<file path="src/hdl/crp_pkg.sv">
// shared types, codes and constants of the capacity range partitioner
`timescale 1ns / 1ps
`default_nettype none
package crp_pkg;

   // default sizing of the bucket table and compared value width
   localparam int MAX_BUCKETS_DEF = 16;
   localparam int VALUE_BITS_DEF  = 32;

   // fixed field widths
   localparam int SLOT_BITS      = 4;
   localparam int WORD_BITS      = 32;
   localparam int FILL_BITS      = 21;
   localparam int COUNT_BITS     = 5;
   localparam int CSR_INDEX_BITS = 1;
   localparam int CSR_DATA_BITS  = 21;

   // item kinds
   localparam logic REQ_LOAD     = 1'b0;
   localparam logic REQ_CLASSIFY = 1'b1;

   // register indexes
   localparam logic [CSR_INDEX_BITS-1:0] CSR_CAPACITY = 1'd0;
   localparam logic [CSR_INDEX_BITS-1:0] CSR_COUNT    = 1'd1;

   typedef enum logic [1:0] {
      STATUS_PLACED   = 2'd0,
      STATUS_TRASH    = 2'd1,
      STATUS_NO_MATCH = 2'd2
   } status_type;

   typedef enum logic [1:0] {
      ST_IDLE,
      ST_SEARCH,
      ST_SKIP
   } state_type;

   typedef struct packed {
      logic                        req_type;
      logic [SLOT_BITS-1:0]        bucket_slot;
      logic signed [WORD_BITS-1:0] range_low;
      logic signed [WORD_BITS-1:0] range_high;
      logic [FILL_BITS-1:0]        start_fill;
      logic signed [WORD_BITS-1:0] row_value;
   } req_payload_type;

   typedef struct packed {
      logic [SLOT_BITS-1:0] bucket_index;
      status_type           status;
   } rsp_payload_type;

   // controller to datapath
   typedef struct packed {
      logic       load_we;
      logic       cls_start;
      logic       advance;
      logic       place_we;
      logic       rsp_we;
      status_type rsp_status;
   } dp_cmd_type;

   // datapath to controller
   typedef struct packed {
      logic at_end;
      logic hit;
      logic full;
   } dp_stat_type;

endpackage
`default_nettype wire

</file>
<file path="src/hdl/crp_datapath.sv">
// bucket table, walk index, compare logic and result register
`timescale 1ns / 1ps
`default_nettype none
module crp_datapath #(
   parameter int MAX_BUCKETS = crp_pkg::MAX_BUCKETS_DEF,
   parameter int VALUE_BITS  = crp_pkg::VALUE_BITS_DEF
) (
   input  wire                                    clock,
   input  wire                                    reset,
   input  crp_pkg::req_payload_type               req_payload,
   input  wire                                    csr_we,
   input  wire [crp_pkg::CSR_INDEX_BITS-1:0]      csr_index,
   input  wire [crp_pkg::CSR_DATA_BITS-1:0]       csr_wdata,
   input  crp_pkg::dp_cmd_type                    cmd,
   output crp_pkg::dp_stat_type                   stat,
   output logic                                   rsp_valid,
   output crp_pkg::rsp_payload_type               rsp_payload
);
   import crp_pkg::*;

   localparam int IDX_BITS = $clog2(MAX_BUCKETS);
   localparam int CNT_BITS = $clog2(MAX_BUCKETS + 1);
   localparam int CMP_BITS = (VALUE_BITS < WORD_BITS) ? VALUE_BITS : WORD_BITS;
   localparam int NW       = (CNT_BITS > COUNT_BITS) ? CNT_BITS : COUNT_BITS;

   logic [FILL_BITS-1:0]         capacity_ff, capacity_in;
   logic [COUNT_BITS-1:0]        count_ff, count_in;
   logic [CNT_BITS-1:0]          idx_ff, idx_in;
   logic signed [CMP_BITS-1:0]   value_ff, value_in;
   logic [MAX_BUCKETS-1:0]       fill_vld_ff, fill_vld_in;
   logic                         rsp_valid_ff, rsp_valid_in;
   rsp_payload_type              rsp_payload_ff, rsp_payload_in;

   logic signed [CMP_BITS-1:0]   low_mem  [MAX_BUCKETS];
   logic signed [CMP_BITS-1:0]   high_mem [MAX_BUCKETS];
   logic [FILL_BITS-1:0]         fill_mem [MAX_BUCKETS];

   logic signed [CMP_BITS-1:0]   low_rd_ff, high_rd_ff;
   logic [FILL_BITS-1:0]         fill_rd_ff;
   logic                         fill_rd_vld_ff;

   logic                         slot_ok, bound_we, fill_we;
   logic [IDX_BITS-1:0]          rd_addr, slot_addr, fill_addr;
   logic [FILL_BITS-1:0]         fill_cur, fill_wr_data;
   logic [CNT_BITS-1:0]          n_eff;

   // buckets in use, clamped to the table size
   always_comb begin
      if (NW'(count_ff) > NW'(MAX_BUCKETS)) begin
         n_eff = CNT_BITS'(MAX_BUCKETS);
      end else begin
         n_eff = CNT_BITS'(count_ff);
      end
   end

   assign slot_ok   = int'(req_payload.bucket_slot) < MAX_BUCKETS;
   assign slot_addr = IDX_BITS'(req_payload.bucket_slot);
   assign bound_we  = cmd.load_we & slot_ok;
   assign fill_we   = cmd.place_we | bound_we;
   assign fill_cur  = fill_rd_vld_ff ? fill_rd_ff : '0;
   assign fill_addr = cmd.place_we ? idx_ff[IDX_BITS-1:0] : slot_addr;
   assign fill_wr_data = cmd.place_we ? fill_cur + FILL_BITS'(1) : req_payload.start_fill;

   always_comb begin
      capacity_in = capacity_ff;
      count_in    = count_ff;
      if (csr_we && csr_index == CSR_CAPACITY) begin
         capacity_in = csr_wdata[FILL_BITS-1:0];
      end
      if (csr_we && csr_index == CSR_COUNT) begin
         count_in = csr_wdata[COUNT_BITS-1:0];
      end

      idx_in = idx_ff;
      if (cmd.cls_start) begin
         idx_in = '0;
      end else if (cmd.advance) begin
         idx_in = idx_ff + CNT_BITS'(1);
      end

      // read ahead so the data register lines up with idx_ff
      if (idx_in < CNT_BITS'(MAX_BUCKETS)) begin
         rd_addr = idx_in[IDX_BITS-1:0];
      end else begin
         rd_addr = '0;
      end

      value_in = cmd.cls_start ? req_payload.row_value[CMP_BITS-1:0] : value_ff;

      fill_vld_in = fill_vld_ff;
      if (fill_we) begin
         fill_vld_in[fill_addr] = 1'b1;
      end

      rsp_valid_in   = cmd.rsp_we;
      rsp_payload_in = rsp_payload_ff;
      if (cmd.rsp_we) begin
         rsp_payload_in.status = cmd.rsp_status;
         if (cmd.rsp_status == STATUS_PLACED) begin
            rsp_payload_in.bucket_index = SLOT_BITS'(idx_ff[IDX_BITS-1:0]);
         end else begin
            rsp_payload_in.bucket_index = '0;
         end
      end
   end

   always_ff @(posedge clock) begin
      if (reset) begin
         capacity_ff  <= FILL_BITS'(65535);
         count_ff     <= COUNT_BITS'(16);
         idx_ff       <= '0;
         fill_vld_ff  <= '0;
         rsp_valid_ff <= 1'b0;
      end else begin
         capacity_ff  <= capacity_in;
         count_ff     <= count_in;
         idx_ff       <= idx_in;
         fill_vld_ff  <= fill_vld_in;
         rsp_valid_ff <= rsp_valid_in;
      end
   end

   always_ff @(posedge clock) begin
      value_ff       <= value_in;
      rsp_payload_ff <= rsp_payload_in;
   end

   // bucket table: one write port, one registered read port
   always_ff @(posedge clock) begin
      if (bound_we) begin
         low_mem[slot_addr]  <= req_payload.range_low[CMP_BITS-1:0];
         high_mem[slot_addr] <= req_payload.range_high[CMP_BITS-1:0];
      end
      if (fill_we) begin
         fill_mem[fill_addr] <= fill_wr_data;
      end
      low_rd_ff      <= low_mem[rd_addr];
      high_rd_ff     <= high_mem[rd_addr];
      fill_rd_ff     <= fill_mem[rd_addr];
      fill_rd_vld_ff <= fill_vld_ff[rd_addr];
   end

   assign stat.at_end = idx_ff >= n_eff;
   assign stat.hit    = (low_rd_ff <= value_ff) && (value_ff <= high_rd_ff);
   assign stat.full   = fill_cur >= capacity_ff;

   assign rsp_valid   = rsp_valid_ff;
   assign rsp_payload = rsp_payload_ff;

endmodule
`default_nettype wire

</file>
<file path="src/hdl/crp_controller.sv">
// state machine that steers the bucket walk
`timescale 1ns / 1ps
`default_nettype none
module crp_controller (
   input  wire                  clock,
   input  wire                  reset,
   input  wire                  start,
   input  wire                  req_type,
   input  crp_pkg::dp_stat_type stat,
   output crp_pkg::dp_cmd_type  cmd,
   output logic                 busy
);
   import crp_pkg::*;

   state_type state_ff, state_in;

   always_ff @(posedge clock) begin
      if (reset) begin
         state_ff <= ST_IDLE;
      end else begin
         state_ff <= state_in;
      end
   end

   always_comb begin
      state_in = state_ff;
      cmd      = '0;
      case (state_ff)
         ST_IDLE: begin
            if (start) begin
               if (req_type == REQ_CLASSIFY) begin
                  cmd.cls_start = 1'b1;
                  state_in      = ST_SEARCH;
               end else begin
                  cmd.load_we = 1'b1;
               end
            end
         end
         // first bucket whose range holds the value
         ST_SEARCH: begin
            if (stat.at_end) begin
               cmd.rsp_we     = 1'b1;
               cmd.rsp_status = STATUS_NO_MATCH;
               state_in       = ST_IDLE;
            end else if (stat.hit && !stat.full) begin
               cmd.place_we   = 1'b1;
               cmd.rsp_we     = 1'b1;
               cmd.rsp_status = STATUS_PLACED;
               state_in       = ST_IDLE;
            end else begin
               cmd.advance = 1'b1;
               if (stat.hit) begin
                  state_in = ST_SKIP;
               end
            end
         end
         // step past full buckets, then the range must still hold
         ST_SKIP: begin
            if (stat.at_end) begin
               cmd.rsp_we     = 1'b1;
               cmd.rsp_status = STATUS_TRASH;
               state_in       = ST_IDLE;
            end else if (stat.full) begin
               cmd.advance = 1'b1;
            end else if (stat.hit) begin
               cmd.place_we   = 1'b1;
               cmd.rsp_we     = 1'b1;
               cmd.rsp_status = STATUS_PLACED;
               state_in       = ST_IDLE;
            end else begin
               cmd.rsp_we     = 1'b1;
               cmd.rsp_status = STATUS_TRASH;
               state_in       = ST_IDLE;
            end
         end
         default: begin
            state_in = ST_IDLE;
         end
      endcase
   end

   assign busy = state_ff != ST_IDLE;

endmodule
`default_nettype wire

</file>
<file path="src/hdl/capacity_range_partitioner_top.sv">
// top level of the capacity range partitioner
`timescale 1ns / 1ps
`default_nettype none
// range partitioner with capacity overflow. a load item (req_type 0) writes one bucket's
// inclusive signed bounds and its starting fill in the cycle it is taken and never raises
// busy. a classify item (req_type 1) walks the bucket table from bucket 0, one bucket a
// cycle through the table's single read port: first to the lowest bucket in use whose
// range holds the value, then onward past buckets whose fill has reached bucket_capacity.
// busy stays high while the walk visits buckets and while it detects the end of the
// buckets in use, that end being bucket_count clamped to the table size, and its
// result strobes on rsp_valid for exactly one cycle right after busy falls; a
// new item may be taken in that same cycle. the receiver cannot hold results off, so
// rsp_payload must be sampled while rsp_valid is high. status 0 means placed (the
// bucket's fill goes up by one), 1 trash (overflow ran off the end or the bucket reached
// no longer holds the value), 2 no range matched; bucket_index reads 0 unless placed.
// a load to a slot beyond the table is dropped. configuration writes on the csr port
// take effect at once and belong only to idle periods. fill counts clear on reset;
// bounds hold nothing until loaded, and classifying against a never loaded bucket
// gives an unspecified answer
module capacity_range_partitioner_top #(
   parameter int MAX_BUCKETS = crp_pkg::MAX_BUCKETS_DEF,
   parameter int VALUE_BITS  = crp_pkg::VALUE_BITS_DEF
) (
   input  wire                                 clock,
   input  wire                                 reset,
   // item input
   input  wire                                 start,
   output logic                                busy,
   input  crp_pkg::req_payload_type            req_payload,
   // result output
   output logic                                rsp_valid,
   output crp_pkg::rsp_payload_type            rsp_payload,
   // register writes
   input  wire                                 csr_we,
   input  wire [crp_pkg::CSR_INDEX_BITS-1:0]   csr_index,
   input  wire [crp_pkg::CSR_DATA_BITS-1:0]    csr_wdata
);
   import crp_pkg::*;

   dp_cmd_type  cmd;
   dp_stat_type stat;
   logic        ctl_busy;

   // sequencing of the walk
   crp_controller u_controller (
      .clock    (clock),
      .reset    (reset),
      .start    (start),
      .req_type (req_payload.req_type),
      .stat     (stat),
      .cmd      (cmd),
      .busy     (ctl_busy)
   );

   // bucket table, comparators and the result register
   crp_datapath #(
      .MAX_BUCKETS (MAX_BUCKETS),
      .VALUE_BITS  (VALUE_BITS)
   ) u_datapath (
      .clock       (clock),
      .reset       (reset),
      .req_payload (req_payload),
      .csr_we      (csr_we),
      .csr_index   (csr_index),
      .csr_wdata   (csr_wdata),
      .cmd         (cmd),
      .stat        (stat),
      .rsp_valid   (rsp_valid),
      .rsp_payload (rsp_payload)
   );

   assign busy = ctl_busy;

endmodule
`default_nettype wire

</file>
<file path="config.mk">
export PLATFORM = sky130hd
export DESIGN_NAME = capacity_range_partitioner_top
export DESIGN_NICKNAME = d
export VERILOG_FILES = /design/src/hdl/crp_pkg.sv /design/src/hdl/crp_datapath.sv /design/src/hdl/crp_controller.sv /design/src/hdl/capacity_range_partitioner_top.sv
export SDC_FILE = /design/constraint.sdc
export NUM_CORES = 2
export LEC_CHECK = 0
export BUFFER_PORTS_ARGS = -buffer_cell sky130_fd_sc_hd__buf_2
export CAP_MARGIN = 20
export CORE_ASPECT_RATIO = 0.8
export CORE_UTILIZATION = 35
export CTS_CLUSTER_DIAMETER = 150
export DETAILED_ROUTE_END_ITERATION = 12
export PLACE_DENSITY = 0.57
export SETUP_SLACK_MARGIN = 0.1
export SYNTH_ARGS = -nofsm -noshare
export SYNTH_HDL_FRONTEND = slang
export SYNTH_SLANG_ARGS = --single-unit
</file>
<file path="constraint.sdc">
create_clock -name clock -period 21.5 [get_ports clock]
set_input_delay 4.3 -clock clock [delete_from_list [all_inputs] [get_ports clock]]
set_output_delay 4.3 -clock clock [all_outputs]
set_load 0.05 [all_outputs]
</file>
== Word level (Yosys, flattened, before mapping) ==
Memories as Yosys holds them, arrays and structs flattened. A register that Yosys moved wholly into a read port is not among the register bits.
Index checks and enable logic that the tools add are counted.

* Register bits after elaboration: 89
* RAM bits: 1,360
* Word-level logic and storage cells: 81
* Memories kept: 3

* Add/sub/neg operators: 2
* Order comparisons: 9
* Eq/ne operators: 6
* Multiplexer cells: 38
* Bitwise operators: 3
* Reduce and logical (&&, ||, !) cells: 10

{| class="wikitable"
|+ Memories
! memory !! words !! width !! read ports !! clocked after memory_dff !! write ports !! RTL line !! RTL
|-
| u_datapath.high_mem || 16 || 32 || 1 || 1 || 1 || crp_datapath.sv:35 || <nowiki>logic signed [CMP_BITS-1:0] high_mem [MAX_BUCKETS];</nowiki>
|-
| u_datapath.low_mem || 16 || 32 || 1 || 1 || 1 || crp_datapath.sv:34 || <nowiki>logic signed [CMP_BITS-1:0] low_mem [MAX_BUCKETS];</nowiki>
|-
| u_datapath.fill_mem || 16 || 21 || 1 || 1 || 1 || crp_datapath.sv:36 || <nowiki>logic [FILL_BITS-1:0] fill_mem [MAX_BUCKETS];</nowiki>
|}

{| class="wikitable"
|+ Operator list
! operator !! number
|-
| 32-bit less-or-equal comparator || 2
|-
| 21-bit 2-to-1 mux || 2
|-
| 2-bit 2-to-1 mux || 11
|-
| 21-bit by 1-bit adder with 21-bit output, second input constant || 1
|-
| 21-bit >= comparator || 1
|-
| 4-bit 2-to-1 mux || 4
|-
| 16-bit OR || 1
|-
| 5-bit 2-to-1 mux || 3
|-
| 1-bit 2-to-1 mux || 12
|-
| 4-bit by 5-bit less-than comparator with 1-bit output, second input constant || 2
|-
| 5-bit one-hot mux with 2 select lines || 1
|-
| 3-bit 2-to-1 mux || 2
|-
| 2-bit one-hot mux with 3 select lines || 1
|-
| 5-bit by 1-bit adder with 5-bit output, second input constant || 1
|-
| 5-bit >= comparator || 1
|-
| 5-bit greater-than comparator, second input constant || 1
|-
| 1-bit logical AND || 5
|-
| 5-bit less-than comparator, second input constant || 1
|-
| 1-bit binary-select mux with 4-bit select || 1
|-
| 1-bit demux with 4-bit select || 1
|-
| 4-bit by 1-bit >= comparator with 1-bit output, second input constant || 1
|-
| 2-bit logical NOT || 2
|-
| 2-bit != test, second input constant || 2
|-
| 4-bit by 2-bit != test with 1-bit output, second input constant || 1
|-
| other kinds (8) || 8
|}

== Longest topological paths before layout ==
* Word-level depth: 13
* Gate-level depth with buffers: 20
* Mapped depth without buffers: 15

== Modules after synthesis ==
From an unflattened synthesis, not the netlist that was laid out.

* Cell total of the unflattened synthesis: 3,380
* Area total of the unflattened synthesis: 60,767.0 um2

{| class="wikitable"
|+ Modules (own cells, without submodules)
! module !! instances !! cells an instance !! area an instance (um2)
|-
| crp_datapath || 1 || 3,347 || 60,480.5
|-
| crp_controller || 1 || 33 || 286.5
|}

== Least setup slack after synthesis ==
OpenSTA, ideal clock, no wires.

* Kind: input to register
* Start point: input start
* End point: memory u_datapath.high_mem[8][0] in the netlist's numbering, enable pin
* Arrival time: 9.151 ns
* Data required time: 20.935 ns
* Setup slack: 11.784 ns
* Stages: 4
* Path buffers: 0
* Cells stage by stage: nand2_1 -> nor2_1 -> nand3_1 -> nor3_1

* Cells in the longest elaborated chain, start to end: 4

{| class="wikitable"
|+ Ends and longest elaborated chain
! element !! RTL line !! RTL
|-
| start: declaration || capacity_range_partitioner_top.sv:27 || <nowiki>input wire start,</nowiki>
|-
| 2-bit 2-to-1 mux || crp_controller.sv:30 || <nowiki>if (start) begin</nowiki>
|-
| 2-bit 2-to-1 mux || crp_controller.sv:28 || <nowiki>case (state_ff)</nowiki>
|-
| 1-bit 2-to-1 mux || crp_datapath.sv:130 || <nowiki>if (bound_we) begin</nowiki>
|-
| 1-bit 2-to-1 mux (implied by the code) || crp_datapath.sv:132 || <nowiki>high_mem[slot_addr] <= req_payload.range_high[CMP_BITS-1:0];</nowiki>
|-
| end: declaration || crp_datapath.sv:35 ||
|}

No other way between the ends.

== Worst setup path in the final report ==
* Start point: input req_payload[121] in the netlist's numbering
* End point: register u_datapath.high_rd_ff[9], read port of u_datapath.high_mem

* Cells in the longest elaborated chain, start to end: 6

{| class="wikitable"
|+ Ends and longest elaborated chain
! element !! RTL line !! RTL
|-
| start: declaration || capacity_range_partitioner_top.sv:29 || <nowiki>input crp_pkg::req_payload_type req_payload,</nowiki>
|-
| 1-bit 2-to-1 mux * || crp_controller.sv:31 || <nowiki>if (req_type == REQ_CLASSIFY) begin</nowiki>
|-
| 2-bit 2-to-1 mux * || crp_controller.sv:30 ||
|-
| 2-bit 2-to-1 mux * || crp_controller.sv:28 ||
|-
| 5-bit 2-to-1 mux * || crp_datapath.sv:75 || <nowiki>if (cmd.cls_start) begin</nowiki>
|-
| 5-bit less-than comparator || crp_datapath.sv:82 || <nowiki>if (idx_in < CNT_BITS'(MAX_BUCKETS)) begin</nowiki>
|-
| 4-bit 2-to-1 mux * || crp_datapath.sv:82 ||
|-
| end: declaration || crp_datapath.sv:38 || <nowiki>logic signed [CMP_BITS-1:0] low_rd_ff, high_rd_ff;</nowiki>
|}

Mark *: on every way between the ends. The rest lies on a longest branch, timed or not.
A chain may end at the register's enable or synchronous reset.

==> reports/qor.csv <==
metric,value,unit
vias,35168,
dp.final_hpwl,89550,um
core-area,0.1724,mm^2
drtAntennaViolNets,0,
min_to,u_datapath.count_ff[0],
finClkSkew,0.04149,ns
synth-edff-count,1398,
setup_viol,0,
syn2layout_area_growth,14.04,%
synth_area_leaders,"edfxtp_1, mux2i_1, dfxtp_1, nand2_1, nand3_1",
r2r-start,u_datapath.fill_rd_vld_ff,
cp_slowest_cell,nor4b_4,
cp.arrival,9.27,ns
seq_area_frac_synth,73.26,%
reg2reg_slack,14.18,ns
die_area,0.1760,mm^2
start_kind,input port,
status,"complete, no violations",
io_pins,156,
viasPerCell,5.284,
nets,4489,
crit_type,input port to register,
yosys_warnings,0,
cts_hold_buffers,0,
fillers,15722,
clock.fmax,115.6,MHz
critPathMaxStageDelay,0.91,ns
firstDrtPassIters,7,
start_util,35.40,%
yosys-top-cells-count,"edfxtp_1, nand2_1, mux2i_1",
grt_use_total,18.55,%
min-delay-start,u_datapath.count_ff[0],
drive_gt1_share,14.15,%
rsz0062_at_grt,no,
synth_most_common_cell,edfxtp_1,
rows,136,
ff2ff_path_depth,17,
path_clk_slew,0.06,ns
synth_flop_cell,edfxtp_1,
synth_top_area_cell,edfxtp_1,
fin_hold_ws,0.4596,ns
synth_seq_cells,1534,
fin_crit,8.648,ns
pre_cts_ws,12.09,ns
cts_tree,done,
grt_pass1_vias,33549,
wl,165000,um
critical_path.endpoint_type,register,
min_path_type,register to register,
multi_input_area,0.01518,mm^2
crit_top_cell,buf_4,
path_max_fanout,57,
yosysTopAreaCellShare,68.80,%
pwr-share-comb,6.4,%
setup_tns,0,ns
required,22.13,ns
slew_headroom,26.04,%
postCtsSetupBuffers,0,
cp_num_buf_inv,5,
p_seq_share,52.3,%
p_int,4.902,mW
synth_cells,4063,
grt_antenna_before_repair,27,
worstMarginPinSlew,1.109,ns
r2r_end,u_datapath.high_rd_ff[9],
cp_top_family,buffers and inverters,
final_core_util,40.37,%
clk_latency,0.81,ns
synth.avg_cell_area,15.02,um^2
drc,0,
final.setup.worst_slack,12.85,ns
cts_resized,0,
synth_nets,4306,
synth_area,0.06102,mm^2
grt_overflow_total,0,
min_path_cells,2,
fin_crit_sh,40.22,%
numPortBuffers,155,
numClockSinks,1534,
place_congestion,0.8074,
die_y,375.5,um
finalMaxSlewViolations,0,
drt_iter0_drc,3668,
numCtsBuffers,152,
grt_max_degree,174,
yosysUniqueCellTypes,69,
maxCapViolCount,0,
switching_share,22.79,%
cts_htree_levels,4,
pwr-share-clk,41.4,%
pwr_density_cell,91.24,mW/mm^2
grt_pass1_wl,238100,um
async_flop_share,0,%
hold_viol,0,
p_leak,23.50,nW
cp_cell_sequence,buf_2 -> and3_2 -> buf_4 -> nor2_1 -> nand2_1 -> or2_2 -> o211a_4 -> buf_4 -> nor4b_4 -> buf_4 -> buf_4 -> nand3_1 -> o2111ai_1 -> a2111oi_2,
ir_worst_vdd,74.60,uV
cts_root_buf,clkbuf_16,
die_w,468.8,um
power_switching,1.447,mW
cts_max_path_buffers,3,
seq_area,0.04470,mm^2
wl_per_cell,24.79,um
## per-layer routing
| layer | up-vias | wire length [um] | GRT usage, % |
|---|---|---|---|
| li1 | 15798 | - | - |
| met1 | 17904 | 75130 | 26.82 |
| met2 | 1200 | 74730 | 28.55 |
| met3 | 250 | 11840 | 3.747 |
| met4 | 16 | 3219 | 4.355 |
| met5 | - | 113 | 0 |
## registers in the layout, indices dropped and copies added, names as in the netlist
name,cells
u_controller.state_ff,2
u_datapath.capacity_ff,21
u_datapath.count_ff,5
u_datapath.fill_mem,336
u_datapath.fill_rd_ff,21
u_datapath.fill_rd_vld_ff,1
u_datapath.fill_vld_ff,16
u_datapath.high_mem,512
u_datapath.high_rd_ff,32
u_datapath.idx_ff,5
u_datapath.low_mem,512
u_datapath.low_rd_ff,32
u_datapath.rsp_payload,6
u_datapath.rsp_valid,1
u_datapath.value_ff,32
## worst max path at each step
stage                     startpoint                        end  slack, ns  cells past startpoint
floorplan                      start  u_datapath.high_mem[8][0]      11.78                      4
global placement    req_payload[121]   u_datapath.low_rd_ff[30]      12.14                     14
detailed placement  req_payload[121]   u_datapath.low_rd_ff[21]      12.09                     14
CTS                 req_payload[121]   u_datapath.low_rd_ff[29]      12.93                     14
global route        req_payload[121]   u_datapath.low_rd_ff[16]      12.65                     14
finish              req_payload[121]   u_datapath.high_rd_ff[9]      12.85                     14
## tightest hold or removal path, stage by stage, from the launching register on
cell	delay, ns
dfxtp_1	0.31
nand2_1	0.05
a21oi_1	0.05
## cell type report
cell class                      instances  share of cell area [%]
Timing Repair Buffer                  246                   2.244
Tap cell                             2277                   4.094
Antenna cell                            4                 0.01439
Multi-Input combinational cell       2211                   21.81
Sequential cell                      1534                   64.25
Inverter                              101                  0.5448
Clock buffer                          209                   5.965
Clock inverter                         74                   1.079
## cell usage in the layout, fill, tap and decap left out, drive strengths merged, types with 22 or more instances in the layout
cell,Yosys,layout
a21oi,48,48
ha,95,95
clkinv,0,54
a211oi,90,90
buf,95,246
mux2i,347,347
o2111ai,88,88
nor2b,97,97
nand3,285,285
nand2,420,420
a2111oi,85,85
clkbuf,122,209
inv,101,109
edfxtp,1398,1398
a22o,87,87
nor2,345,345
dfxtp,136,136
nor3,22,22
o21ai,33,33
## cells by family after synthesis
kind of cell,count (synthesis),synth area share [%]
AO/OA/AOI/OAI,497,7.349
flip-flops,1534,73.26
multiplexers,354,5.822
adder cells (fa/ha/maj),95,1.948
XOR/XNOR,18,0.2584
buffers and inverters,318,2.276
AND/OR/NAND/NOR,1247,9.084
## power groups by stage
stage	Sequential [mW]	Combinational (mW)	Clock, mW
after detailed placement	3.38	0.404	0
after global routing	3.32	0.441	2.79
after floorplan	3.37	0.264	0
after CTS	3.32	0.405	2.68
after global placement	3.38	0.400	0
final	3.32	0.403	2.63
## metrics by stage
stage	power [mW]	instance area [um^2]	instances
after floorplan	3.636	61020	4063
after global placement	3.783	64600	6366
after detailed placement	3.788	64640	6368
after CTS	6.404	69540	6651
after global routing	6.550	69570	6652
final	6.349	69580	6656
Note: power is estimated with default switching activity, not from simulation.
